`src/rtl/mme_ram.sv`:
```
`default_nettype none

module mme_ram #(
    parameter int unsigned WIDTH = 16,
    parameter int unsigned DEPTH = 256
) (
    input  wire logic                     i_clk,
    input  wire logic                     i_wr_en,
    input  wire logic [$clog2(DEPTH)-1:0] i_wr_addr,
    input  wire logic [WIDTH-1:0]         i_wr_data,
    input  wire logic                     i_rd_en,
    input  wire logic [$clog2(DEPTH)-1:0] i_rd_addr,
    output logic      [WIDTH-1:0]         o_rd_data
);

    logic [WIDTH-1:0] r_mem [DEPTH];

    // One write port, one registered read port
    always_ff @(posedge i_clk) begin
        if (i_wr_en) begin
            r_mem[i_wr_addr] <= i_wr_data;
        end
        if (i_rd_en) begin
            o_rd_data <= r_mem[i_rd_addr];
        end
    end

endmodule

`default_nettype wire

```
`config.mk`:
```
export PLATFORM = sky130hd
export DESIGN_NAME = mme_ram
export DESIGN_NICKNAME = d
export VERILOG_FILES = /design/src/rtl/mme_ram.sv
export SDC_FILE = /design/constraint.sdc
export NUM_CORES = 2
export LEC_CHECK = 0
export ABC_CLOCK_PERIOD_IN_PS = 4900
export BUFFER_PORTS_ARGS = -buffer_cell sky130_fd_sc_hd__buf_4
export CAP_MARGIN = 20
export CORE_MARGIN = 4
export CORE_UTILIZATION = 30
export DETAILED_ROUTE_END_ITERATION = 7
export GPL_TIMING_DRIVEN = 1
export PLACE_DENSITY = 0.43
export SLEW_MARGIN = 20
export SYNTH_ARGS = -nofsm -noshare
export SYNTH_HDL_FRONTEND = slang
export SYNTH_SLANG_ARGS = --single-unit
export TNS_END_PERCENT = 30
```
`constraint.sdc`:
```
create_clock -name i_clk -period 4.9 [get_ports i_clk]
set_clock_uncertainty 0.15 [all_clocks]
set_input_delay 0 -clock i_clk [delete_from_list [all_inputs] [get_ports i_clk]]
set_output_delay 0 -clock i_clk [all_outputs]
set_load 0.01 [all_outputs]
```
After elaboration in Yosys (flattened, before gate mapping)
Memories as Yosys holds them, arrays and structs flattened. A register that Yosys moved wholly into a read port is not among the register bits.
Cells that the tools add are included.
Widths: inputs -> output; s select.

cells by class
  add/subtract/negate cells = 0
  $mul = 0
  div/mod/pow operators = 0
  order comparisons = 0
  equality and inequality tests = 0
  shifts and indexed selects = 0
  muxes and demuxes = 2
  bitwise operators = 0
  reduce and logical (&&, ||, !) cells = 0

operator list
  cell    count
  $mux 1  2

word-level totals
  flip-flop bits (word level) = 0
  bits in latches = 0
  bits in writable memories = 4096
  ROM bits = 0
  bits of input ports = 35
  output and inout port bits = 16
  word-level logic and storage cells = 3
  memories kept = 1

memory list
  name   depth  bits a word  rd ports  clocked after memory_dff  write ports  RTL line  text
  r_mem  256    16           1         1                         1            16        logic [WIDTH-1:0] r_mem [DEPTH];

Depth between registers and ports, before layout
  word-level depth = 2
  mapped depth = 12
  depth with buffers taken out = 6

Worst setup path before layout
Ideal clock, no wire load.

  path kind = input port to flip-flop
  from = in i_rd_addr[0]
  to = reg o_rd_data[4] (read register of r_mem), data pin
  library setup time = 0.265 ns
  arrival time = 1.984 ns
  data required time = 4.485 ns
  setup slack = 2.501 ns
  stages on the path = 8
  buffers on the path = 3
  cell sequence = buf_6 -> buf_6 -> buf_2 -> mux4_2 -> mux4_2 -> a22o_1 -> o32ai_2 -> nor4_2

RTL lines
  element      RTL line  text
  from (decl)  12        input wire logic [$clog2(DEPTH)-1:0] i_rd_addr,
  to (decl)    13        output logic [WIDTH-1:0] o_rd_data

==> run_results.csv <==
group,metric,value,unit
synth,async_flop_share,0,%
placed_design,place_ws,0.582,ns
synth,synth-compound-area-share,3.53,%
critical_path,critical_path_required,5.56,ns
synth,synth_area_leader_cell,"edfxtp_1",
clock_tree,clockBufferDepth,4,
critical_path,crit_arrival,4.28,ns
floorplanning,ioPinCount,51,
synth,syn_avg_cell_area,21.6,sq um
detailed_routing,ant_nets,0,
synth,synthesis.area,159000,sq um
grt,grt_max_degree,150,
detailed_routing,viasPerCell,5.14,
job,cap_violations,0,
floorplanning,core_area,528000,sq um
synth,ys_dominant_reg_cell,"edfxtp_1",
clock_tree,cts_tree,"done",
clock_tree,numCtsBuffers,445,
timing,rsz0062_at_grt,"no",
timing,drv_slew,0,
outcome,violations,"hold timing",
layout,fillers,48800,
critical_path,worstPathMaxFanout,31,
synth,synth-xor-area-share,0,%
synth,syn-instance-count,7360,
floorplanning,rows,267,
detailed_routing,drt-initial-drc-count,8525,
synth,synth_edf_count,4112,
power,power.static_leakage,58.0,nW
synth,yosysTopAreaCellShare,77.7,%
timing,worst_slack,1.28,ns
clock_tree,insertion_delay,1.03,ns
timing,slew_headroom,20.8,%
clock_tree,htree_levels,5,
placed_design,post_dp_cell_area,171000,sq um
power,p_per_area,406,nW/um^2
power,peakVddDrop,0.303,mV
timing,fin_setup_tns,0,ns
synth,ys.warnings.count,0,
synth,synth_top_family_by_area,"multiplexers",
grt,antenna_found_initial,48,
clock_tree,postCtsSetupBuffers,0,
outcome,outcome,"finished, violations left",
placed_design,portBuffers,50,
layout,multi_input_area,33500,sq um
timing,fin_crit,3.62,ns
clock_tree,clock_sinks,4112,
floorplanning,initial_core_util,30.1,%
critical_path,endpoint_kind,"flip-flop",
detailed_routing,drtPass1Iterations,6,
layout,final_core_util,35.2,%
detailed_routing,vias,79000,
power,total_power,75.5,mW
grt,grt_use_total,17.8,%
clock_tree,cts_resized,0,
timing,timing.hold.ws,-0.00643,ns
placed_design,post-dp-hpwl,298000,um
synth,synth_area_leaders,"edfxtp_1 (78%), mux4_2 (11%), mux2i_1 (3.6%)",
synth,synth_fp_nets,7395,
synth,synth_adder_area_share,0,%
grt,grt-ovfl-total,0,
timing,fmax,276,MHz
timing,finalCritPeriodShare,74.0,%
floorplanning,dieArea,541000,sq um
grt,grt_pass1_vias,79800,
layout,fin_nets,8022,
timing,setup_viol,0,
synth,ys_ff_latch,4112,
detailed_routing,wirelength,495000,um
critical_path,critPathKind,"in2reg",
synth,yosys.area_share.simple,1.57,%
detailed_routing,drc,0,
critical_path,cp-start-kind,"input pin",
worst_hold_path,min_path_type,"in2reg",
layout,syn2layout_area_growth,17.0,%
synth,synth.distinct_cells,51,
clock_tree,holdBufCountCts,69,
detailed_routing,wl_per_cell,32.2,um
placed_design,place.gp.congestion,0.820,
grt,grt_first_pass_wirelength,677000,um
layout,drive_above_1_share,27.1,%
synth,synthMuxAreaShare,15.5,%
synth,ys_seq_area_share,77.7,%
layout,fin_area,186000,sq um
layout,regArea,123000,sq um
floorplanning,die_h,736,um
floorplanning,die-width,736,um
clock_tree,cts_root_buffer,"clkbuf_16",
clock_tree,clk_pin_slew,0.06,ns
timing,hold_viol_final,4,
timing,worst_pin_slew,1.19,ns
[cell type report]
cell class	count	share of cell area [%]
tap	6994	4.71
clock buffer	558	6.34
multi-input combinational	2792	18.0
timing repair buffer	632	3.24
clock inverter	266	1.24
sequential	4112	66.4
inverter	4	0.0148
antenna	19	0.0256
[synth_stat cells (4+ instances only)]
cell type  instances
a2111oi_0          6
a211oi_1          18
a21oi_1          175
a221oi_1          28
a22o_1            32
a22oi_1           43
a31oi_1            6
and3_1            11
buf_1             27
buf_12             5
buf_2             76
buf_4             26
buf_6             77
buf_8             11
clkbuf_1         230
edfxtp_1        4112
mux2_2            88
mux2i_1          565
mux4_2           797
nand2_1           38
nand3_1           35
nand4_1           26
nor2_1           304
nor2b_1            9
nor3_1            92
nor4_1            17
o21ai_0           37
o221ai_1         252
o22ai_1          148
o31ai_1           16
o32ai_1           20
or2_2              4
[sequential cells by signal, summed over array words and instances (netlist names)]
| signal | count |
|---|---|
| r_mem | 4096 |
| o_rd_data | 16 |
[per-stage QoR]
step,cells,hold WS [ns]
final,15400,-0.00643
after global routing,15400,0.0345
after CTS,15400,0.0307
after detailed placement,14500,0.231
after global placement,14500,0.229
after floorplan,7360,-0.0511
[cells in the final DEF, fill, tap and decap left out, types with 11 or more instances in the layout]
master | netlist | final
clkinv_1 | 0 | 124
clkinvlp_4 | 0 | 12
nor2_2 | 0 | 120
nand3_1 | 35 | 25
o31ai_1 | 16 | 16
o22ai_1 | 148 | 148
buf_4 | 26 | 474
nor2_4 | 0 | 45
a211oi_1 | 18 | 18
diode_2 | 0 | 19
nor3_1 | 92 | 83
buf_12 | 5 | 66
nor4_1 | 17 | 16
a221oi_1 | 28 | 28
buf_8 | 11 | 18
o221ai_1 | 252 | 252
bufinv_16 | 0 | 34
mux2i_1 | 565 | 565
a21oi_1 | 175 | 175
clkbuf_16 | 0 | 456
clkinv_2 | 0 | 77
nor2_1 | 304 | 139
a22oi_1 | 43 | 43
o21ai_0 | 37 | 33
nand4_1 | 26 | 26
and3_1 | 11 | 11
dlygate4sd3_1 | 0 | 59
edfxtp_1 | 4112 | 4112
a22o_1 | 32 | 32
mux2_2 | 88 | 88
nand2_1 | 38 | 34
o32ai_1 | 20 | 16
mux4_2 | 797 | 797
clkbuf_1 | 230 | 102
[worst max-delay path, stage by stage]
cell	delay (ns)
dlygate4sd3_1	0.56
buf_8	0.18
nand2b_4	0.51
buf_12	0.33
buf_4	0.23
o221ai_1	0.26
o22ai_1	0.13
nor3_1	0.82
nor4_2	0.08
dlygate4sd3_1	0.60
buf_4	0.18
nor4_2	0.22
[cells by family (layout without fill, tap and decap cells)]
family | Yosys count | in the layout
other | 0 | 19
multiplexers | 1450 | 1450
flip-flops | 4112 | 4112
AND/OR/NAND/NOR | 556 | 556
buffers and inverters | 456 | 1460
AO/OA/AOI/OAI | 786 | 786
[metal layers]
layer | wire length [um] | share of wire (%) | track usage (%) | vias to the layer above
met5 | 55 | 0.011 | 0 | -
met2 | 237000 | 48 | 29.3 | 2341
met4 | 12000 | 2.4 | 3.95 | 8
met1 | 218000 | 44 | 25.1 | 43400
met3 | 26900 | 5.4 | 2.83 | 569
li1 | - | - | - | 32700
[final timing paths]
| path | start | to | slack, ns | cells past startpoint |
|---|---|---|---|---|
| worst max-delay path | i_rd_addr[2] | o_rd_data[4]$_DFFE_PP_ | 1.28 | 12 |
| worst min-delay path | i_wr_data[13] | r_mem[234][13]$_DFFE_PP_ | -0.006 | 2 |
| worst max register to register | r_mem[2][0]$_DFFE_PP_ | o_rd_data[0]$_DFFE_PP_ | 1.54 | 6 |
| worst min register to register | r_mem[77][11]$_DFFE_PP_ | o_rd_data[11]$_DFFE_PP_ | 1.07 | 5 |
[power by group]
| group | total (mW) | switching (mW) | internal, mW | leakage [nW] |
|---|---|---|---|---|
| sequential | 38.9 | 0.0775 | 38.8 | 37.0 |
| combinational | 3.92 | 2.59 | 1.33 | 14.2 |
| clock | 32.7 | 13.9 | 18.8 | 6.86 |
| total | 75.5 | 16.6 | 58.9 | 58.0 |
Power figures use the tool's default switching activity.
