<file path="src/rtl/mme_pkg.sv">
`default_nettype none

package mme_pkg;

    // Fixed field widths of the words on the ports
    localparam int unsigned OP_W     = 2;
    localparam int unsigned IDX_F_W  = 4;
    localparam int unsigned ELEM_W   = 16;
    localparam int unsigned SIZE_W   = 5;
    localparam int unsigned PROD_W   = 2 * ELEM_W;
    localparam int unsigned ACC_W    = 36;

    // Matrix dimension after reset
    localparam logic [SIZE_W-1:0] SIZE_RESET = 5'd16;

    // Operation codes
    localparam logic [OP_W-1:0] OP_LOAD_A  = 2'd0;
    localparam logic [OP_W-1:0] OP_LOAD_B  = 2'd1;
    localparam logic [OP_W-1:0] OP_COMPUTE = 2'd2;

    // Sequencer states
    typedef enum logic [1:0] {
        ST_IDLE,
        ST_RUN,
        ST_DRAIN
    } t_seq_state;

    // Tag that travels with each multiply-accumulate step
    typedef struct packed {
        logic               valid;
        logic               k_first;
        logic               k_last;
        logic               j_last;
        logic [IDX_F_W-1:0] col;
    } t_mac_tag;

endpackage

`default_nettype wire

</file>
<file path="src/rtl/mme_in_if.sv">
`default_nettype none

interface mme_in_if;
    logic               valid;
    logic               ready;
    logic [1:0]         op;
    logic [3:0]         row;
    logic [3:0]         col;
    logic signed [15:0] element;

    modport source (output valid, op, row, col, element, input ready);
    modport sink   (input valid, op, row, col, element, output ready);
endinterface

`default_nettype wire

</file>
<file path="src/rtl/mme_seq.sv">
`default_nettype none

module mme_seq #(
    parameter int unsigned MAX_N = 16
) (
    input  wire logic                            i_clk,
    input  wire logic                            i_rst_n,
    input  wire logic [mme_pkg::SIZE_W-1:0]      i_size,
    mme_in_if.sink                               i_in,
    input  wire logic                            i_advance,
    input  wire logic                            i_mac_busy,
    output logic                                 o_wr_a,
    output logic                                 o_wr_b,
    output logic [$clog2(MAX_N*MAX_N)-1:0]       o_wr_addr,
    output logic                                 o_rd_en,
    output logic [$clog2(MAX_N*MAX_N)-1:0]       o_rd_addr_a,
    output logic [$clog2(MAX_N*MAX_N)-1:0]       o_rd_addr_b,
    output mme_pkg::t_mac_tag                    o_tag,
    output logic [mme_pkg::IDX_F_W-1:0]          o_row,
    output logic [$clog2(MAX_N)-1:0]             o_nm1
);
    import mme_pkg::*;

    localparam int unsigned IDX_W  = $clog2(MAX_N);
    localparam int unsigned N_W    = $clog2(MAX_N + 1);
    localparam int unsigned ADDR_W = $clog2(MAX_N * MAX_N);

    t_seq_state         r_state, n_state;
    logic [IDX_W-1:0]   r_row, r_k, r_j, r_nm1;
    logic [N_W-1:0]     n_eff;
    logic               accept, load_ok, comp_ok, start;
    logic               k_last, j_last;
    logic [IDX_W-1:0]   ld_row, ld_col;

    // Effective size: zero acts as one, clamp at MAX_N
    always_comb begin
        if (i_size == '0) begin
            n_eff = N_W'(1);
        end else if (32'(i_size) > 32'(MAX_N)) begin
            n_eff = N_W'(MAX_N);
        end else begin
            n_eff = N_W'(i_size);
        end
    end

    assign accept  = i_in.valid && i_in.ready;
    assign load_ok = (32'(i_in.row) < 32'(MAX_N)) && (32'(i_in.col) < 32'(MAX_N));
    assign comp_ok = 32'(i_in.row) < 32'(n_eff);
    assign start   = accept && (i_in.op == OP_COMPUTE) && comp_ok;
    assign ld_row  = IDX_W'(i_in.row);
    assign ld_col  = IDX_W'(i_in.col);
    assign k_last  = (r_k == r_nm1);
    assign j_last  = (r_j == r_nm1);

    // Next state
    always_comb begin
        n_state = r_state;
        case (r_state)
            ST_IDLE: begin
                if (start) begin
                    n_state = ST_RUN;
                end
            end
            ST_RUN: begin
                if (i_advance && k_last && j_last) begin
                    n_state = ST_DRAIN;
                end
            end
            ST_DRAIN: begin
                if (!i_mac_busy) begin
                    n_state = ST_IDLE;
                end
            end
            default: n_state = ST_IDLE;
        endcase
    end

    // Outputs: handshake, store writes, read issue and MAC tag
    always_comb begin
        i_in.ready    = (r_state == ST_IDLE);
        o_wr_a        = accept && (i_in.op == OP_LOAD_A) && load_ok;
        o_wr_b        = accept && (i_in.op == OP_LOAD_B) && load_ok;
        o_wr_addr     = ADDR_W'(32'(ld_row) * MAX_N + 32'(ld_col));
        o_rd_en       = i_advance;
        o_rd_addr_a   = ADDR_W'(32'(r_row) * MAX_N + 32'(r_k));
        o_rd_addr_b   = ADDR_W'(32'(r_k) * MAX_N + 32'(r_j));
        o_tag.valid   = (r_state == ST_RUN) && i_advance;
        o_tag.k_first = (r_k == '0);
        o_tag.k_last  = k_last;
        o_tag.j_last  = j_last;
        o_tag.col     = IDX_F_W'(r_j);
        o_row         = IDX_F_W'(r_row);
        o_nm1         = r_nm1;
    end

    // State register
    always_ff @(posedge i_clk) begin
        if (!i_rst_n) begin
            r_state <= ST_IDLE;
        end else begin
            r_state <= n_state;
        end
    end

    // Loop counters: k inner (dot product), j outer (column)
    always_ff @(posedge i_clk) begin
        if (!i_rst_n) begin
            r_k <= '0;
            r_j <= '0;
        end else if (start) begin
            r_k <= '0;
            r_j <= '0;
        end else if (r_state == ST_RUN && i_advance) begin
            if (k_last) begin
                r_k <= '0;
                r_j <= r_j + IDX_W'(1);
            end else begin
                r_k <= r_k + IDX_W'(1);
            end
        end
    end

    // Row and size of the row in work
    always_ff @(posedge i_clk) begin
        if (start) begin
            r_row <= ld_row;
            r_nm1 <= IDX_W'(n_eff - N_W'(1));
        end
    end

endmodule

`default_nettype wire

</file>
<file path="src/flat_wrapper.sv">
// flat-port wrapper written by rule: the top's interface ports become plain ports
module mme_seq_flat import mme_pkg::*;
#(
    parameter int unsigned MAX_N = 16
)
  (i_clk, i_rst_n, i_size, i_advance, i_mac_busy, o_wr_a, o_wr_b, o_wr_addr, o_rd_en, o_rd_addr_a, o_rd_addr_b, o_tag, o_row, o_nm1, i_in_valid, i_in_op, i_in_row, i_in_col, i_in_element, i_in_ready);
  mme_in_if i_in_i ();
  input  wire logic i_clk;
  input  wire logic i_rst_n;
  input  wire logic [mme_pkg::SIZE_W-1:0] i_size;
  input  wire logic i_advance;
  input  wire logic i_mac_busy;
  output logic o_wr_a;
  output logic o_wr_b;
  output logic [$clog2(MAX_N*MAX_N)-1:0] o_wr_addr;
  output logic o_rd_en;
  output logic [$clog2(MAX_N*MAX_N)-1:0] o_rd_addr_a;
  output logic [$clog2(MAX_N*MAX_N)-1:0] o_rd_addr_b;
  output mme_pkg::t_mac_tag o_tag;
  output logic [mme_pkg::IDX_F_W-1:0] o_row;
  output logic [$clog2(MAX_N)-1:0] o_nm1;
  input wire logic [$bits(i_in_i.valid)-1:0] i_in_valid;
  input wire logic [$bits(i_in_i.op)-1:0] i_in_op;
  input wire logic [$bits(i_in_i.row)-1:0] i_in_row;
  input wire logic [$bits(i_in_i.col)-1:0] i_in_col;
  input wire logic [$bits(i_in_i.element)-1:0] i_in_element;
  output wire logic [$bits(i_in_i.ready)-1:0] i_in_ready;
  assign i_in_i.valid = i_in_valid;
  assign i_in_i.op = i_in_op;
  assign i_in_i.row = i_in_row;
  assign i_in_i.col = i_in_col;
  assign i_in_i.element = i_in_element;
  assign i_in_ready = i_in_i.ready;
  mme_seq #(.MAX_N(MAX_N)) u_core (.i_clk(i_clk), .i_rst_n(i_rst_n), .i_size(i_size), .i_in(i_in_i), .i_advance(i_advance), .i_mac_busy(i_mac_busy), .o_wr_a(o_wr_a), .o_wr_b(o_wr_b), .o_wr_addr(o_wr_addr), .o_rd_en(o_rd_en), .o_rd_addr_a(o_rd_addr_a), .o_rd_addr_b(o_rd_addr_b), .o_tag(o_tag), .o_row(o_row), .o_nm1(o_nm1));
endmodule
</file>
<file path="config.mk">
export PLATFORM = sky130hd
export DESIGN_NAME = mme_seq_flat
export DESIGN_NICKNAME = d
export VERILOG_FILES = /design/src/rtl/mme_pkg.sv /design/src/rtl/mme_in_if.sv /design/src/rtl/mme_seq.sv /design/src/flat_wrapper.sv
export SDC_FILE = /design/constraint.sdc
export NUM_CORES = 1
export LEC_CHECK = 0
export BUFFER_PORTS_ARGS = -buffer_cell sky130_fd_sc_hd__buf_2
export CAP_MARGIN = 5
export CORE_AREA = 3 3 51 64
export DETAILED_ROUTE_END_ITERATION = 7
export DIE_AREA = 0 0 54 67
export GPL_ROUTABILITY_DRIVEN = 0
export HOLD_SLACK_MARGIN = 0.08
export PLACE_DENSITY_LB_ADDON = 0.05
export SLEW_MARGIN = 10
export SYNTH_ARGS = -nofsm -noshare
export SYNTH_HDL_FRONTEND = slang
export SYNTH_SLANG_ARGS = --single-unit
</file>
<file path="constraint.sdc">
create_clock -name i_clk -period 2.7 [get_ports i_clk]
set_input_delay 0.27 -clock i_clk [delete_from_list [all_inputs] [get_ports i_clk]]
set_output_delay 0.27 -clock i_clk [all_outputs]
set_load 0.03 [all_outputs]
</file>
# --- Word level (Yosys, flattened, before mapping) ---
# Cells that the tools add are included.
word_totals:
  rom_bits: 0
  latch_bits: 0
  register_bits: 18
  mem_count: 0
  mem_bits_rw: 0
  word_cells: 45
op_classes:
  muxes: 7
  bitwise_logic: 1
  add_sub_neg: 6
  shifts: 0
  mul: 0
  magnitude_cmp: 2
  n_eq_ne: 9
  n_div: 0
  n_reduce_logical: 15
ops:
  columns: ["cell", "count"]
  rows:
  - ["$add A8 B4 Y8", 3]
  - ["$mux W5", 2]
  - ["$add A4 B1 Y4 const B", 2]
  - ["$eq A4 B4 Y1", 2]
  - ["$logic_and A1 B1 Y1", 8]
  - ["$mux W2", 3]
  - ["$pmux W2 S3", 1]
  - ["$gt A5 B5 Y1 const B", 1]
  - ["$logic_not A5 Y1", 1]
  - ["$lt A4 B5 Y1", 1]
  - ["$eq A2 B1 Y1 const B", 2]
  - ["$eq A2 B2 Y1 const B", 2]
  - ["$logic_not A2 Y1", 2]
  - ["$logic_not A4 Y1", 1]
  - ["$mux W4", 1]
  - ["$ne A2 B2 Y1 const B", 2]
  - ["$sub A4 B1 Y4 const B", 1]
  - ["$reduce_and A3 Y1", 1]
  - ["$ne A2 B1 Y1 const B", 1]
  - ["$reduce_and A2 Y1", 1]
  - ["$reduce_or A2 Y1", 1]
  - ["$not A1 Y1", 1]

# --- Logic depth before layout (Yosys ltp) ---
# Gate-level depths: netlist of run 1.
depth:
  word_depth: 7
  depth_mapped: 6
  mapped_depth_nobuf: 6

# --- Worst setup path before layout of run 1 ---
# No wires, ideal clock.
synth_path:
  path_kind: "flip-flop to output port"
  startpoint: "reg u_core.r_state[0]"
  endpoint: "out o_wr_b"
  path_stages_with_launch: 4
  arrival_ps: 1692
  slack_ps: 738
  path_buffers: 0
  required_ps: 2430
  cell_sequence: "dfxtp_1 > nor2_1 > nand2_1 > nor3b_1"
synth_between:
  elab_chain_cells: 3
synth_rtl:
  columns: ["element", "line", "text"]
  rows:
  - ["start: declaration", "mme_seq.sv:28", "t_seq_state r_state, n_state;"]
  - ["start signal: assignment", "mme_seq.sv:101", "r_state <= n_state;"]
  - ["$logic_not A2 Y1", "mme_seq.sv:80", "i_in.ready = (r_state == ST_IDLE);"]
  - ["net i_in_ready", "flat_wrapper.sv:27", "output wire logic [$bits(i_in_i.ready)-1:0] i_in_ready;"]
  - ["$logic_and A1 B1 Y1", "mme_seq.sv:46", "assign accept = i_in.valid && i_in.ready;"]
  - ["$logic_and A1 B1 Y1", "mme_seq.sv:82", "o_wr_b = accept && (i_in.op == OP_LOAD_B) && load_ok;"]
  - ["end: declaration", "flat_wrapper.sv:14", "output logic o_wr_b;"]
# The timed path passes the listed nets, and every way through them passes these cells.

==> results of run 1 <==
cells by family after synthesis:
family | after synthesis | share of synthesized area [%]
adders and majority gates | 7 | 7.33
AOI/OAI and AO/OA | 18 | 9.74
DFF | 18 | 36.9
and+or+nand+nor | 39 | 20.7
xor gates and xnor gates | 11 | 8.06
buffers and inverters | 30 | 17.3
where the power goes:
group	internal, mW	switching (mW)
logic	0.0349	0.0633
registers	0.291	0.00460
clock network	0.0536	0.0796
flip-flops by register name, summed over array words and instances (netlist names):
register / cells
u_core.r_state: 2
u_core.r_j: 4
u_core.o_row: 4
u_core.o_nm1: 4
u_core.r_k: 4
per-layer routing:
| layer | global-route usage, % | up-vias | part of all wire, % |
|---|---|---|---|
| li1 | - | 484 | - |
| met1 | 17.1 | 433 | 38 |
| met2 | 24.2 | 34 | 53 |
| met3 | 2.46 | 2 | 7.7 |
| met4 | 6.54 | 0 | 0.90 |
| met5 | 0 | - | 0 |
placed cells by master (no fill, tap or decap), drive strengths merged, types with 4 or more instances in the layout:
cell type	n
buf	56
dfxtp	10
edfxtp	8
ha	7
a21oi	7
nand2b	6
nand2	6
xor2	6
inv	6
xnor2	5
nor3	4
nand3	4
o21ai	4
stage by stage:
stage	power, mW	instance area, um^2
after floorplan	0.383	1190
after global placement	0.399	1340
after detailed placement	0.401	1340
after CTS	0.540	1360
after global routing	0.564	1360
final	0.527	1360
synthesized netlist by cell type, drive strengths merged, types with 4 or more instances:
| cell type | instances |
|---|---|
| buf | 24 |
| dfxtp | 10 |
| edfxtp | 8 |
| a21oi | 7 |
| ha | 7 |
| inv | 6 |
| nand2 | 6 |
| nand2b | 6 |
| xor2 | 6 |
| xnor2 | 5 |
| nand3 | 4 |
| nor3 | 4 |
| o21ai | 4 |
cell type report:
type	count	share of cell area, %
inverter	6	1.65
clock buffer	3	1.65
timing repair buffer	56	20.8
multi-input combinational	75	40.2
clock inverter	1	0.275
sequential	18	32.3
tap	34	3.12
path summary, 6_finish.rpt:
path	start	end	slack [ps]	depth (start not counted)
setup / recovery	u_core.o_nm1[3]	o_tag[5]	750	4
hold / removal	i_in_row[1]	u_core.o_row[1]	180	1
setup reg to reg	u_core.o_nm1[3]	u_core.r_j[3]	910	4
hold reg to reg	u_core.r_j[3]	u_core.r_j[3]	530	2
==> impl_results.md, run 1 <==
* Multi-input gate area at between 500 and 600 um^2
* Clock Sinks at 18
* Initial core utilization at between 40% and 50%
* Largest net degree at the start of global routing at 12
* Leak Pwr at 0.639 nW
* Area Growth Syn to Fin at 14.0%
* Post-route ant nets at 0
* Initial antenna violation count at 0
* Final core occ at 50.3%
* Nets at slightly above 200
* Max incr delay on CP at approximately 460 ps
* Synth warn at 0
* # Post-CTS Setup Buffers at 0
* Netlist Area Pre-Place at approximately 1200 um^2
* Core region area at about 2700 um^2
* Post-Syn Nets at roughly 170
* HPWL after DPL at a little under 2000 um
* Die Width at roughly 54 um
* Outcome: finished, final reports clean
* Drt first pass iters at 4
* IO Count at 80
* Post-synth ARST share at 0%
* Sequential fraction of the synthesis area at between 30 and 40%
* First-pass GRT wire length at ~3800 um
* Min Tclk post-route at around 1900 ps
* Critical Path RT at between 2000 and 2500 ps
* Largest area contributor in the netlist: edfxtp_1
* Critical path's top delay family: flip-flops
* Worst skew pair latency at ~280 ps
* Synth Instances at roughly 120
* Worst Path Max Fanout at 11
* Port bufs at 55
* Slowest library cell on the worst path: edfxtp_1
* Library cells used by synthesis at 34
* Number of flops mapped to enable cells by yosys at 8
* Type of destination of the critical path: output port
* Worst hold slack at roughly 180 ps
* CTS root buf: clkbuf_4
* Hold Vio Cnt, Final at 0
* Via count at around 950
* Final setup violation count at 0
* Post-route setup slack at 753 ps
* H-tree depth at 1
* Max clock buf depth at 2
* Initial drt markers at 38
* Layout cells sized above 1 at 42.1%
* Inst Count DP at roughly 190
* Pwr dens at a little under 400 nW/um^2
* Setup Skew at just under 3 ps
* Reg area at 440 um^2
* Clock-pin slew on the worst setup and hold paths at around 100 ps
* Num CTS Buffers at 3
* Fin Setup TNS at 0 ps
* Number of remaining DRC errors at 0
* VDD IR max at 0.178 mV
* Slew Viols, Final at 0
* Critical Path Source Type: flip-flop
* Critical Path AT at 1680 ps
* # hold bufs at CTS at 0
* Worst setup path category: flip-flop to output port
* Aggregate routed wire length at 2330 um
* Total grt overflow at 0
* Worst-path cell chain: xnor2_1 -> nand4_1 -> inv_2 -> buf_2
* Max cap viols at 0
* FP Rows at 21
* WL per Instance at around 12 um
* Fin crit share at between 70% and 80%
* N_diodes at 0
* Number of synthesized register bits at 18
* Die Ht at about 67 um
* Place WS at 709 ps
* Worst Max-Slew Pin Slew at ~420 ps
* Primary FF master, synth: dfxtp_1
* Total Die Area at around 3600 um^2
* Via/cell ratio at roughly 4.9
* RSZ-0062 raised after global routing: false
* Fmax achieved at a little over 500 MHz
* Relative slew slack at a little under three quarters
* Vias in the first global route at roughly 890
* Top cell type's share of synthesized area at 20.1%
* Fin cells at 193
* Hold Path Class: input pin to flip-flop
* Worst Path Buf+Inv at 2
* Ranking of synthesized cells by area: edfxtp_1 (20%), dfxtp_1 (17%), buf_4 (14%)
* Post_cts resized at 0
* Avg Cell Area, Syn at around 9.7 um^2
* CTS tree: built
* Filler Cells Inserted at roughly 270
* GRT Resource Usage Total at 14.3%
Note: power is estimated with default switching activity, not from simulation.
==> run 2, diff against run 1 <==
--- a/config.mk
+++ b/config.mk
@@ -7,9 +7,9 @@
 export LEC_CHECK = 0
 export BUFFER_PORTS_ARGS = -buffer_cell sky130_fd_sc_hd__buf_2
 export CAP_MARGIN = 5
-export CORE_AREA = 3 3 51 64
+export CORE_AREA = 3 3 53 67
 export DETAILED_ROUTE_END_ITERATION = 7
-export DIE_AREA = 0 0 54 67
+export DIE_AREA = 0 0 56 70
 export GPL_ROUTABILITY_DRIVEN = 0
 export HOLD_SLACK_MARGIN = 0.08
 export PLACE_DENSITY_LB_ADDON = 0.05
==> constraint.sdc (replaced) <==
create_clock -name i_clk -period 1.8 [get_ports i_clk]
set_input_delay 0.18 -clock i_clk [delete_from_list [all_inputs] [get_ports i_clk]]
set_output_delay 0.18 -clock i_clk [all_outputs]
set_load 0.03 [all_outputs]
==> impl_results.md, run 2 (synthesized netlist as in run 1, its figures left out) <==
* First-pass GRT wire length at 4220 um
* Worst setup path category: flip-flop to output port
* Number of remaining DRC errors at 0
* Clock Sinks at 18
* Largest net degree at the start of global routing at 11
* Die Ht at 70 um
* Core region area at 2970 um^2
* Via/cell ratio at between 4 and 5
* Critical Path AT at roughly 1500 ps
* Most frequent cells in the layout: buf_2 (53), buf_4 (12), dfxtp_1 (9), edfxtp_1 (8), ha_1 (7)
* Worst Max-Slew Pin Slew at between 300 and 400 ps
* HPWL after DPL at 2060 um
* Total power at just over 0.8 mW
* IO Count at 80
* Inst Count DP at 198
* Slew Viols, Final at 0
* CTS tree: built
* RSZ-0062 raised after global routing: false
* Die Width at about 56 um
* Pwr dens at approximately 550 nW/um^2
* Layout cells sized above 1 at 46.2%
* Initial antenna violation count at 0
* Leak Pwr at 0.699 nW
* Area post-placement at about 1400 um^2
* Most common cell after layout, fill and taps aside: buf_2
* Via count at just over 1000
* Vias in the first global route at between 900 and 1000
* Post-route ant nets at 0
* Cell area after layout at ~1500 um^2
* Outcome: finished, final reports clean
* Setup Skew at roughly 1.6 ps
* Worst-path cell chain: xor2_1 -> nor4_2 -> buf_4
* Area Growth Syn to Fin at 23.7%
* Slowest library cell on the worst path: edfxtp_1
* Hold Vio Cnt, Final at 0
* GRT Resource Usage Total at between 10% and 20%
* N_diodes at 0
* Num CTS Buffers at 3
* Aggregate routed wire length at around 2600 um
* Final core occ at between 40% and 50%
* Max incr delay on CP at between 400 and 500 ps
* Min Tclk post-route at about 1700 ps
* Max clock buf depth at 2
* Hold Path Class: input pin to flip-flop
* Initial core utilization at about two fifths
* Relative slew slack at 78.8%
* Final setup violation count at 0
* Total grt overflow at 0
* Critical Path RT at between 1500 and 2000 ps
* Nets at 215
* Fin cells at between 200 and 250
* Worst skew pair latency at 290 ps
* Critical Path Source Type: flip-flop
* Total Die Area at about 3900 um^2
* VDD IR max at 0.252 mV
* CTS root buf: clkbuf_4
* Fin crit share at 95.0%
* Drt first pass iters at 4
* Max cap viols at 0
* Clock-pin slew on the worst setup and hold paths at 110 ps
* FP Rows at 22
* Worst Path Max Fanout at 3
* H-tree depth at 1
* Fmax achieved at roughly 580 MHz
* WL per Instance at 12.4 um
* Initial drt markers at 25
* Port bufs at 55
* Type of destination of the critical path: output port
## run 2: timing repair
action | CTS | global route
buffers inserted | 1 | 2
gates resized for setup | 0 | 6
endpoints found under the setup margin | 1 | 2
cloned | 0 | 0
hold buffers | 0 | 2
hold endpoints to repair | 0 | 2
pin swaps | 1 | 3
## run 2: metal layers
metal,up-vias,wire (um),GRT usage (%)
met1,470,936,15.0
li1,501,-,-
met4,0,19,4.75
met2,50,1400,23.7
met5,-,0,0
met3,2,215,2.77
## run 2: worst max-delay path: cells and delay by family (launching register included)
family	cells	cell delay [ps]
DFF	1	460
and+or+nand+nor	1	370
xor gates and xnor gates	1	180
buffers and inverters	1	230
## run 2: path summary, 6_finish.rpt
kind,endpoint,depth (start not counted),slack (ps),from
hold / removal,u_core.o_row[3],1,100,i_in_row[3]
setup reg to reg,u_core.r_j[3],5,200,u_core.o_nm1[2]
hold reg to reg,u_core.r_j[3],2,540,u_core.r_j[3]
setup / recovery,o_tag[4],3,90,u_core.o_nm1[3]
## run 2: report_power, final
group	switching [mW]	internal [mW]	total, mW
Combinational	0.0986	0.0639	0.163
Sequential	0.00647	0.436	0.442
Clock	0.130	0.0806	0.210
## run 2: final cells by class
class | instances | area, um^2
clock buffers | 3 | 22.5
inverters | 6 | 25.0
flip-flops and latches | 18 | 442
multi-input cells | 75 | 553
clock inverters | 1 | 3.75
fillers | 288 | 1500
well taps | 36 | 45.0
repair buffers | 68 | 387
## run 2: per-stage QoR
step                      hold slack (ps)  setup TNS (ps)  setup slack [ps]
final                                 100               0              90.1
after global routing                 81.3               0              2.92
after CTS                            81.3               0              38.1
after detailed placement              360               0              18.7
after global placement                360               0              23.6
after floorplan                       279           -15.8             -15.8
