==> src/rtl/mme_pkg.sv <==
`default_nettype none

package mme_pkg;

    // Fixed field widths of the words on the ports
    localparam int unsigned OP_W     = 2;
    localparam int unsigned IDX_F_W  = 4;
    localparam int unsigned ELEM_W   = 16;
    localparam int unsigned SIZE_W   = 5;
    localparam int unsigned PROD_W   = 2 * ELEM_W;
    localparam int unsigned ACC_W    = 36;

    // Matrix dimension after reset
    localparam logic [SIZE_W-1:0] SIZE_RESET = 5'd16;

    // Operation codes
    localparam logic [OP_W-1:0] OP_LOAD_A  = 2'd0;
    localparam logic [OP_W-1:0] OP_LOAD_B  = 2'd1;
    localparam logic [OP_W-1:0] OP_COMPUTE = 2'd2;

    // Sequencer states
    typedef enum logic [1:0] {
        ST_IDLE,
        ST_RUN,
        ST_DRAIN
    } t_seq_state;

    // Tag that travels with each multiply-accumulate step
    typedef struct packed {
        logic               valid;
        logic               k_first;
        logic               k_last;
        logic               j_last;
        logic [IDX_F_W-1:0] col;
    } t_mac_tag;

endpackage

`default_nettype wire

==> src/rtl/mme_out_if.sv <==
`default_nettype none

interface mme_out_if;
    logic               valid;
    logic               ready;
    logic [3:0]         out_row;
    logic [3:0]         out_col;
    logic signed [35:0] product_value;
    logic               last;

    modport source (output valid, out_row, out_col, product_value, last, input ready);
    modport sink   (input valid, out_row, out_col, product_value, last, output ready);
endinterface

`default_nettype wire

==> src/rtl/mme_mac.sv <==
`default_nettype none

module mme_mac (
    input  wire logic                           i_clk,
    input  wire logic                           i_rst_n,
    input  wire mme_pkg::t_mac_tag              i_tag,
    input  wire logic [mme_pkg::ELEM_W-1:0]     i_a,
    input  wire logic [mme_pkg::ELEM_W-1:0]     i_b,
    input  wire logic [mme_pkg::IDX_F_W-1:0]    i_row,
    mme_out_if.source                           o_out,
    output logic                                o_advance,
    output logic                                o_busy
);
    import mme_pkg::*;

    t_mac_tag                  r_tag1, r_tag2;
    logic signed [PROD_W-1:0]  r_prod;
    logic signed [ACC_W-1:0]   r_acc;
    logic signed [ACC_W-1:0]   sum;
    logic                      r_out_valid;
    logic [IDX_F_W-1:0]        r_out_row, r_out_col;
    logic signed [ACC_W-1:0]   r_out_val;
    logic                      r_out_last;

    // Whole pipe moves unless a finished word is held at the output
    assign o_advance = !r_out_valid || o_out.ready;
    assign o_busy    = r_tag1.valid || r_tag2.valid;

    // Accumulate: first term of a dot product restarts the sum
    always_comb begin
        if (r_tag2.k_first) begin
            sum = {{(ACC_W-PROD_W){r_prod[PROD_W-1]}}, r_prod};
        end else begin
            sum = r_acc + {{(ACC_W-PROD_W){r_prod[PROD_W-1]}}, r_prod};
        end
    end

    // Tag pipeline: tag1 lines up with store read data, tag2 with product
    always_ff @(posedge i_clk) begin
        if (!i_rst_n) begin
            r_tag1 <= '0;
            r_tag2 <= '0;
        end else if (o_advance) begin
            r_tag1 <= i_tag;
            r_tag2 <= r_tag1;
        end
    end

    // Shared multiplier and accumulator
    always_ff @(posedge i_clk) begin
        if (o_advance) begin
            r_prod <= PROD_W'($signed(i_a)) * PROD_W'($signed(i_b));
            if (r_tag2.valid) begin
                r_acc <= sum;
            end
        end
    end

    // Output word register
    always_ff @(posedge i_clk) begin
        if (!i_rst_n) begin
            r_out_valid <= 1'b0;
        end else if (o_advance && r_tag2.valid && r_tag2.k_last) begin
            r_out_valid <= 1'b1;
        end else if (o_out.ready) begin
            r_out_valid <= 1'b0;
        end
    end

    always_ff @(posedge i_clk) begin
        if (o_advance && r_tag2.valid && r_tag2.k_last) begin
            r_out_row  <= i_row;
            r_out_col  <= r_tag2.col;
            r_out_val  <= sum;
            r_out_last <= r_tag2.j_last;
        end
    end

    assign o_out.valid         = r_out_valid;
    assign o_out.out_row       = r_out_row;
    assign o_out.out_col       = r_out_col;
    assign o_out.product_value = r_out_val;
    assign o_out.last          = r_out_last;

endmodule

`default_nettype wire

==> src/flat_wrapper.sv <==
// flat-port wrapper written by rule: the top's interface ports become plain ports
module mme_mac_flat import mme_pkg::*;
  (i_clk, i_rst_n, i_tag, i_a, i_b, i_row, o_advance, o_busy, o_out_valid, o_out_out_row, o_out_out_col, o_out_product_value, o_out_last, o_out_ready);
  mme_out_if o_out_i ();
  input  wire logic i_clk;
  input  wire logic i_rst_n;
  input  wire mme_pkg::t_mac_tag i_tag;
  input  wire logic [mme_pkg::ELEM_W-1:0] i_a;
  input  wire logic [mme_pkg::ELEM_W-1:0] i_b;
  input  wire logic [mme_pkg::IDX_F_W-1:0] i_row;
  output logic o_advance;
  output logic o_busy;
  output wire logic [$bits(o_out_i.valid)-1:0] o_out_valid;
  output wire logic [$bits(o_out_i.out_row)-1:0] o_out_out_row;
  output wire logic [$bits(o_out_i.out_col)-1:0] o_out_out_col;
  output wire logic [$bits(o_out_i.product_value)-1:0] o_out_product_value;
  output wire logic [$bits(o_out_i.last)-1:0] o_out_last;
  input wire logic [$bits(o_out_i.ready)-1:0] o_out_ready;
  assign o_out_valid = o_out_i.valid;
  assign o_out_out_row = o_out_i.out_row;
  assign o_out_out_col = o_out_i.out_col;
  assign o_out_product_value = o_out_i.product_value;
  assign o_out_last = o_out_i.last;
  assign o_out_i.ready = o_out_ready;
  mme_mac u_core (.i_clk(i_clk), .i_rst_n(i_rst_n), .i_tag(i_tag), .i_a(i_a), .i_b(i_b), .i_row(i_row), .o_out(o_out_i), .o_advance(o_advance), .o_busy(o_busy));
endmodule
==> config.mk <==
export PLATFORM = sky130hd
export DESIGN_NAME = mme_mac_flat
export DESIGN_NICKNAME = d
export VERILOG_FILES = /design/src/rtl/mme_pkg.sv /design/src/rtl/mme_out_if.sv /design/src/rtl/mme_mac.sv /design/src/flat_wrapper.sv
export SDC_FILE = /design/constraint.sdc
export NUM_CORES = 1
export LEC_CHECK = 0
export BUFFER_PORTS_ARGS = -buffer_cell sky130_fd_sc_hd__buf_2
export CORE_MARGIN = 2
export CORE_UTILIZATION = 58
export DETAILED_ROUTE_END_ITERATION = 6
export PLACE_DENSITY_LB_ADDON = 0.15
export SYNTH_ARGS = -nofsm -noshare
export SYNTH_HDL_FRONTEND = slang
export SYNTH_SLANG_ARGS = --single-unit
==> constraint.sdc <==
create_clock -name i_clk -period 6.22 [get_ports i_clk]
set_clock_uncertainty 0.1 [all_clocks]
set_input_delay 0.622 -clock i_clk [delete_from_list [all_inputs] [get_ports i_clk]]
set_output_delay 0.622 -clock i_clk [all_outputs]
set_load 0.02 [all_outputs]
==> Yosys cells after proc, flatten, opt, wreduce, memory -nomap -nowiden <==
Cells that the tools add are included.
{ "totals": {"mem_count": 0, "output_inout_bits": 48, "romBits": 0, "wordCells": 29, "input_bits": 47, "regBits": 130, "latch_bits": 0, "mem_bits_rw": 0} }
{ "classes": {"bitwise_logic": 0, "order_cmp": 0, "mux": 3, "reduce_logical": 7, "eq_ne": 0, "n_shift": 0, "addsub": 1, "n_div": 0, "mul": 1} }
{ "op_table": {"columns": ["op", "count"], "rows": [
  ["$add A36 B36 Y36", 1],
  ["$mux W36", 1],
  ["$mul A16 B16 Y32", 1],
  ["$logic_and A1 B1 Y1", 2],
  ["$logic_or A1 B1 Y1", 2],
  ["$mux W1", 2],
  ["$reduce_and A2 Y1", 1],
  ["$reduce_bool A2 Y1", 1],
  ["$logic_not A1 Y1", 1]
]} }

==> Logic depth before layout (Yosys ltp) <==
Gate-level depths: netlist (run 1).
{ "logic_depth": {"word_depth": 5, "mapped_depth": 25, "mapped_depth_nobuf": 24} }

==> Worst setup path before layout (run 1) <==
Ideal clock, no wire load.
{ "synth_path": {"path_type": "input port to flip-flop", "from": "input i_a[11] (netlist name)", "to": "register u_core.r_prod[27], data pin", "setup_time_ns": 0.259, "setup_slack_ns": -0.123, "n_path_buf": 1, "arrival_ns": 5.983, "t_required_ns": 5.861, "cell_stages": 21, "path_cell_list": "clkbuf_1 > nand2_1 > fa_1 > fa_1 > fa_1 > inv_1 > fa_1 > fa_1 > inv_1 > fa_1 > inv_1 > ha_1 > a21o_1 > a221o_1 > a211o_1 > a31oi_2 > nor2_2 > a22oi_4 > nor2_1 > a41oi_1 > xnor2_1"} }
{ "synth_between": {"elab_chain_cells": 1} }
{ "synth_rtl": {"columns": ["element", "line_no", "text"], "rows": [
  ["from (decl)", "flat_wrapper.sv:8", "input wire logic [mme_pkg::ELEM_W-1:0] i_a;"],
  ["$mul A16 B16 Y32", "mme_mac.sv:52", "r_prod <= PROD_W'($signed(i_a)) * PROD_W'($signed(i_b));"],
  ["to (signal assigned)", "mme_mac.sv:52", null],
  ["to (decl)", "mme_mac.sv:17", "logic signed [PROD_W-1:0] r_prod;"]
]} }
Every way passes these cells.
A chain may end at the register's enable or synchronous reset.

==> Final worst setup path (run 1) <==
{ "layout_path": {"from": "input i_a[8] (netlist name)", "to": "register u_core.r_prod[31], data pin"} }
Same word-level chain as after synthesis.

==> impl_metrics.yaml, run 1 <==
place:
  dp_hpwl_um: 28700
  dpl_cell_area_sq_um: 17800
  preCtsSetupSlack_ps: -369
  io_buffers: 94
  gp_congestion: 0.915
detailed_routing:
  routed_via_density: 5.18
  detail_route.wl_per_cell_um: 15.5
  dr.pass1.iters: 5
  num_vias: 11322
  ant_nets: 0
  drcViolationCount: 0
  drt-initial-drc-count: 689
  wirelength_um: 34000
synthesis:
  synth_area_leader_cell: "fa_1"
  synthTopCellsByArea: "fa_1, edfxtp_1, ha_1"
  syn_area_sq_um: 16100
  yosysWarnings: 0
  synth.distinct_cells: 64
  ys_async_sr_fraction_pct: 0
  syn_avg_cell_area_sq_um: 9.96
  syn_nets: 2040
  synth_seq_cells: 130
  dominantRegCellSynth: "edfxtp_1"
  synth_edf_count: 113
  ys_seq_area_share_pct: 23.2
  netlist_instances: 1613
  synth_top_area_share_pct: 32.8
timing:
  period_needed_ps: 6010
  hold_viol: 0
  fmax_ghz: 0.166
  finalCritPeriodShare_pct: 96.6
  slew_headroom_pct: 32.6
  setup_ws_ps: 212
  rsz0062_at_grt: "true"
  worst_pin_slew_ps: 1010
  drv_slew: 0
  setup_viol: 0
worst_setup_path:
  cp_cell_sequence: "buf_2 -> and2_1 -> fa_1 -> inv_1 -> fa_1 -> fa_1 -> inv_1 -> fa_1 -> fa_1 -> inv_1 -> fa_1 -> inv_1 -> ha_4 -> a21o_1 -> a221o_1 -> a211o_1 -> a31oi_4 -> nor2_2 -> a22oi_4 -> o21ai_4 -> and4_4 -> nor3_2"
  cp_data_required_time_ps: 6390
  worstReg2RegEnd: "u_core.r_acc[28]"
  end_kind: "flop"
  arrival_ps: 6180
  r2r_cells: 12
  crit_path_max_fanout: 7
  startpoint_type: "input pin"
  crit_type: "in2reg"
  max_stage_delay_ps: 550
  r2r-start: "u_core.r_prod[0]"
  crit_top_cell: "fa_1"
  r2r_slack_ps: 2800
  crit_slowest_cell: "fa_1"
job:
  cap_violations: 0
worst_hold_path:
  worst_hold_path.endpoint: "u_core.o_out.out_row[2]"
  min_from: "i_row[2]"
  min_path_cells: 1
  hold_path_class: "in2reg"
die:
  num_rows: 60
  die_w_um: 170
  core_area_sq_um: 27100
  dieArea_sq_um: 29000
  ios: 95
  start_util_pct: 59.3
  die-height_um: 170
cells_and_area:
  nNetsFinal: 2227
  antenna_cells: 0
  final_cell_mix: "inv_1, fa_1, nand2_1"
  area_delta_synth_final_pct: 14.9
  fin_area_sq_um: 18500
  layout-drive-gt1-share_pct: 15.1
  final_util_pct: 68.1
  final_common_cell: "inv_1"
clock_tree:
  path_clk_slew_ps: 60
  cts_setup_buffers: 0
  clockBufferDepth: 2
  cts_buffers: 17
  cts_tree: "yes"
  clock_latency_ps: 420
  numClockSinks: 130
  cts_root_buf: "clkbuf_16"
  htree_levels: 4
global_route:
  gr-usage-all-layers_pct: 25.0
  grt_overflow: 0
  grt_pass1_vias: 11722
  grt_antenna_before_repair: 0
  grt_pass1_wl_um: 57400
  grt_max_degree: 67
outcome:
  status: "completed"
==> worst max-delay path: cells and delay by family <==
family	cells	cell delay, ps
adders and majority gates	7	3200
AOI/OAI and AO/OA	6	1360
and+or+nand+nor	4	630
buffers and inverters	5	370
==> layout make-up <==
class                           instances  area (sq um)
Clock buffer                           20           500
Clock inverter                         12           128
Fill cell                            2145          8650
Inverter                              326          1220
Multi-Input combinational cell       1109         11000
Sequential cell                       130          3730
Tap cell                              372           465
Timing Repair Buffer                  216          1400
==> registers in the layout, indices dropped and copies added (netlist names) <==
| register | count |
|---|---|
| u_core.r_tag1 | 8 |
| u_core.r_prod | 32 |
| u_core.o_out.valid | 1 |
| u_core.o_out.product_value | 36 |
| u_core.r_acc | 36 |
| u_core.r_tag2 | 8 |
| u_core.o_out.out_row | 4 |
| u_core.o_out.out_col | 4 |
| u_core.o_out.last | 1 |
==> synthesized netlist by cell type (2+ instances only) <==
cell / n
inv_1: 325
fa_1: 263
nand2_1: 208
and2_1: 126
ha_1: 117
edfxtp_1: 113
clkbuf_1: 47
xnor2_1: 46
a21oi_1: 42
o21ai_1: 39
nor2_1: 38
a21o_1: 33
o21ai_0: 26
xor2_1: 21
dfxtp_1: 17
a21boi_0: 16
nand2b_1: 12
nand3_1: 12
o21bai_1: 11
nor2b_1: 10
a211oi_1: 8
nor3_1: 6
o21a_1: 6
and3_1: 5
nand4_1: 5
o31ai_1: 5
a211o_1: 4
o211ai_1: 4
a221oi_1: 3
and4_1: 3
or2_2: 3
a2111oi_0: 2
a221o_1: 2
a31oi_1: 2
a31oi_2: 2
and3_2: 2
mux2i_1: 2
==> per-layer routing <==
layer	vias to the layer above	wire length, um	GRT usage (%)
li1	5464	-	-
met1	5489	15800	35.2
met2	333	15800	42.0
met3	36	2000	3.26
met4	0	410	5.50
met5	-	0	0
==> worst max-delay path by stage <==
stage	from	end	slack (ps)	cells after the start
after global placement	i_a[8]	u_core.r_prod[31]	-220	22
after detailed placement	i_a[9]	u_core.r_prod[31]	-370	22
after global routing	i_a[8]	u_core.r_prod[31]	-40	22
final	i_a[8]	u_core.r_prod[31]	210	22
after floorplan	i_b[4]	u_core.r_prod[31]	3	22
after CTS	i_a[9]	u_core.r_prod[31]	90	22
==> cell families (layout without fill, tap and decap cells) <==
family                   Yosys count  after routing  share of synthesized area (%)
flip-flops                       130            130                           23.2
AO/OA/AOI/OAI                    219            219                           8.94
XOR/XNOR                          67             67                           3.65
buffers and inverters            374            574                           8.74
AND/OR/NAND/NOR                  440            440                           13.3
adder cells (fa/ha/maj)          380            380                           41.9
multiplexers                       3              3                          0.195
==> stage by stage <==
stage               setup TNS, ps  hold slack [ps]  instances
floorplan                       0              308       1613
global placement            -1590              313       2153
detailed placement          -2700              318       2153
CTS                             0              267       2185
global route                -81.1              271       2185
finish                          0              283       2185
==> repair_timing <==
item                                    in CTS  in global routing
resized for setup                            0                  9
endpoints found under the setup margin       0                  8
hold buffers                                 0                  0
Power of run 1 is left out: the tool's default activity adds up to more than one toggle a clock period on the data nets, which glitch-free logic cannot reach.
==> run 2: changes to the inputs <==
Settings changed: BUFFER_PORTS_ARGS -buffer_cell sky130_fd_sc_hd__buf_2 to default, CORE_UTILIZATION 58 to 60, DONT_BUFFER_PORTS from default to 1, TNS_END_PERCENT from default to 5.
==> impl_metrics.yaml, run 2 (synthesis gave the netlist of run 1 again) <==
worst_setup_path:
  crit_type: "in2reg"
  crit_family: "adder cells"
  r2r_cells: 12
  worstReg2RegEnd: "u_core.r_acc[28]"
  r2r-start: "u_core.r_prod[0]"
  cp_data_required_time_ps: 6280
  crit_path_max_fanout: 16
  r2r_slack_ps: 2850
  end_kind: "flop"
  cp_cell_sequence: "and2_1 -> fa_1 -> inv_1 -> fa_1 -> fa_1 -> inv_1 -> fa_1 -> fa_1 -> inv_1 -> fa_1 -> inv_1 -> ha_1 -> and3_4 -> a221o_1 -> a211o_1 -> a31oi_2 -> nor2_2 -> a22oi_4 -> o21ai_2 -> nor4_1 -> nor3_1"
  arrival_ps: 5950
  crit_cells: 21
  crit_top_cell: "fa_1"
  max_stage_delay_ps: 530
  crit_slowest_cell: "fa_1"
  startpoint_type: "input pin"
  critPathBufInv: 4
die:
  num_rows: 59
  ios: 95
  die_w_um: 168
  core_area_sq_um: 26200
  dieArea_sq_um: 28100
  start_util_pct: 61.3
  die-height_um: 168
clock_tree:
  path_clk_slew_ps: 60
  numClockSinks: 130
  cts_root_buf: "clkbuf_16"
  cts_setup_buffers: 0
  clockBufferDepth: 2
  cts_tree: "yes"
  htree_levels: 4
  cts_hold_buffers: 0
  cts-resized-gates: 0
  clock_latency_ps: 420
  cts_buffers: 17
global_route:
  met1_usage_pct: 36.6
  grt_overflow: 0
  gr-usage-all-layers_pct: 25.0
  grt_antenna_before_repair: 0
  use_met3_pct: 4.96
  grt.busiest_layer: "met2"
  use_met2_pct: 39.2
  grt_pass1_wl_um: 55900
  grt_max_degree: 56
  grt_pass1_vias: 11192
timing:
  period_needed_ps: 5890
  hold_viol: 0
  rsz0062_at_grt: "false"
  drv_slew: 0
  fmax_ghz: 0.170
  finalCritPeriodShare_pct: 94.7
  slew_headroom_pct: 33.0
  hold-worst-slack_ps: 199
  setup_ws_ps: 329
  worst_pin_slew_ps: 1010
  setup_viol: 0
place:
  gp_congestion: 0.881
  dp_hpwl_um: 26800
  io_buffers: 0
  preCtsSetupSlack_ps: -152
  place_inst: 1916
cells_and_area:
  layout-drive-gt1-share_pct: 4.28
  final_common_cell: "inv_1"
  area_delta_synth_final_pct: 6.26
  antenna_cells: 0
  final_cell_mix: "inv_1, fa_1, nand2_1"
  final_util_pct: 65.1
  multi_input_area_sq_um: 10900
  nNetsFinal: 2027
  fin_cells: 1948
  regArea_sq_um: 3730
  fillCellCount: 2107
worst_hold_path:
  min_from: "i_row[2]"
  worst_hold_path.endpoint: "u_core.o_out.out_row[2]"
  hold_path_class: "in2reg"
  min_path_cells: 0
detailed_routing:
  dr.pass1.iters: 5
  num_vias: 10749
  drcViolationCount: 0
  ant_nets: 0
  detail_route.wl_per_cell_um: 17.1
  wirelength_um: 33300
  drt-initial-drc-count: 901
  routed_via_density: 5.52
job:
  cap_violations: 0
outcome:
  status: "completed"
[run 2: cell count changes in the layout (fill, tap and decap cells not counted), moves of 2 or more]
cell	change
clkinvlp_4	+2
buf_4	-105
inv_6	+2
buf_2	-93
inv_8	-3
inv_4	-2
[run 2: area by class of cell]
cell class | count | area share (%)
clock buffer | 22 | 3.03
sequential | 130 | 21.9
multi-input combinational | 1109 | 64.1
clock inverter | 10 | 0.638
timing repair buffer | 16 | 0.704
inverter | 326 | 7.17
tap | 335 | 2.46
[run 2: layer usage]
metal | up-vias | wire (um)
met5 | - | 0
met4 | 0 | 327
met3 | 29 | 2370
met2 | 339 | 14900
met1 | 5319 | 15700
li1 | 5062 | -
[run 2: worst max path at each step]
stage | from | end | slack [ps]
after floorplan | i_b[4] | u_core.r_prod[31] | 3
after global placement | i_a[9] | u_core.r_prod[31] | -30
after detailed placement | i_a[9] | u_core.r_prod[31] | -150
after CTS | i_a[9] | u_core.r_prod[31] | 300
after global routing | i_a[9] | u_core.r_prod[31] | 90
final | i_a[9] | u_core.r_prod[31] | 330
[run 2: per-stage QoR]
stage	instance area (sq um)	TNS, ps
after floorplan	16100	0
after global placement	16400	-27.3
after detailed placement	16400	-551
after CTS	17100	0
after global routing	17100	0
final	17100	0
Power of run 2 is left out for the same reason.
==> run 3: changes to the inputs <==
Settings changed: CORE_UTILIZATION 60 to 61, CTS_BUF_LIST from default to sky130_fd_sc_hd__clkbuf_4.
==> impl_metrics.yaml, run 3 (synthesis gave the netlist of run 1 again) <==
outcome:
  status: "completed"
clock_tree:
  clockBufferDepth: 2
  numClockSinks: 130
  path_clk_slew_ps: 120
  cts_hold_buffers: 0
  htree_levels: 4
  cts-resized-gates: 0
  cts_tree: "yes"
  clock_latency_ps: 530
  cts_root_buf: "clkbuf_4"
  cts_setup_buffers: 0
  cts_buffers: 17
die:
  die_w_um: 166
  start_util_pct: 61.8
  dieArea_sq_um: 27700
  num_rows: 59
  core_area_sq_um: 26000
  ios: 95
  die-height_um: 166
place:
  gp_congestion: 0.872
  dp_hpwl_um: 27000
  preCtsSetupSlack_ps: -146
  dpl_cell_area_sq_um: 16500
  io_buffers: 0
global_route:
  grt_max_degree: 52
  grt_pass1_wl_um: 56600
  grt_antenna_before_repair: 1
  met1_usage_pct: 36.2
  grt_overflow: 0
  grt_pass1_vias: 11277
  use_met2_pct: 40.1
  use_met3_pct: 6.08
  gr-usage-all-layers_pct: 25.2
  grt.busiest_layer: "met2"
cells_and_area:
  layout-drive-gt1-share_pct: 4.46
  fillCellCount: 2090
  fin_area_sq_um: 16800
  final_cell_mix: "inv_1, fa_1, nand2_1"
  nNetsFinal: 2029
  final_common_cell: "inv_1"
  area_delta_synth_final_pct: 4.42
timing:
  hold_viol: 0
  drv_slew: 0
  worst_pin_slew_ps: 1030
  fin_setup_tns_ps: 0
  period_needed_ps: 5830
  setup_viol: 0
  hold-worst-slack_ps: 83.4
  fmax_ghz: 0.172
  rsz0062_at_grt: "false"
  setup_ws_ps: 392
  finalCritPeriodShare_pct: 93.7
  slew_headroom_pct: 31.5
worst_setup_path:
  crit_type: "in2reg"
  end_kind: "flop"
  worstReg2RegEnd: "u_core.r_acc[28]"
  r2r_cells: 12
  cp_data_required_time_ps: 6480
  crit_path_max_fanout: 16
  r2r-start: "u_core.r_prod[0]"
  arrival_ps: 6090
  startpoint_type: "input pin"
  r2r_slack_ps: 2940
worst_hold_path:
  min_from: "i_row[0]"
  hold_path_class: "in2reg"
  worst_hold_path.endpoint: "u_core.o_out.out_row[0]"
  min_path_cells: 0
detailed_routing:
  drt-initial-drc-count: 718
  drcViolationCount: 0
  num_vias: 10709
  ant_nets: 0
  detail_route.wl_per_cell_um: 17.0
  dr.pass1.iters: 7
  routed_via_density: 5.49
  wirelength_um: 33200
job:
  cap_violations: 0
==> run 3: cell count changes in the layout (fill, tap and decap cells not counted) <==
cell and change:
clkbuf_16 -20, clkbuf_4 +18, clkinv_4 +3, buf_4 +2
bufinv_16 +2, clkinv_2 +2, clkinvlp_4 -2, inv_6 -2
clkbuf_1 -1, clkbuf_8 -1, diode_2 +1, inv_4 +1
==> run 3: stage by stage <==
step                utilization, %  std cells
finish                        64.6       1951
global route                  64.6       1951
CTS                           64.6       1950
detailed placement            63.3       1918
global placement              63.3       1918
floorplan                        -       1613
==> run 3: worst max-delay path: stages <==
cell     delay, ps
and2_1         150
fa_1           530
inv_1           50
fa_1           470
fa_1           530
inv_1           60
fa_1           500
fa_1           490
inv_1           50
fa_1           470
inv_1           40
ha_1           280
and3_4         190
a221o_1        300
a211o_1        280
a31oi_2        210
nor2_2         110
a22oi_4        260
o21ai_2        120
and4_4         200
nor3_1         170
==> run 3: how the worst max path moves through the flow <==
stage | from | to | slack, ps | depth (start not counted)
final | i_a[9] | u_core.r_prod[31] | 390 | 21
after floorplan | i_b[4] | u_core.r_prod[31] | 3 | 22
after global placement | i_a[9] | u_core.r_prod[31] | -30 | 21
after global routing | i_a[9] | u_core.r_prod[31] | 220 | 21
after CTS | i_a[9] | u_core.r_prod[31] | 430 | 21
after detailed placement | i_a[9] | u_core.r_prod[31] | -150 | 21
==> run 3: cell type report <==
type                            count  area [sq um]  area share, %
Sequential cell                   130          3730           22.3
Timing Repair Buffer               18           135          0.805
Multi-Input combinational cell   1109         10900           65.3
Inverter                          326          1220           7.29
Tap cell                          335           419           2.50
Clock buffer                       18           135          0.805
Antenna cell                        1          2.50         0.0149
Clock inverter                     14           179           1.07
==> run 3: per-layer routing <==
metal	wire [um]	share of wire (%)	up-vias
li1	-	-	5052
met1	15300	46	5267
met2	14900	45	369
met3	2700	8.1	21
met4	285	0.86	0
met5	0	0	-
Power of run 3 is left out for the same reason.
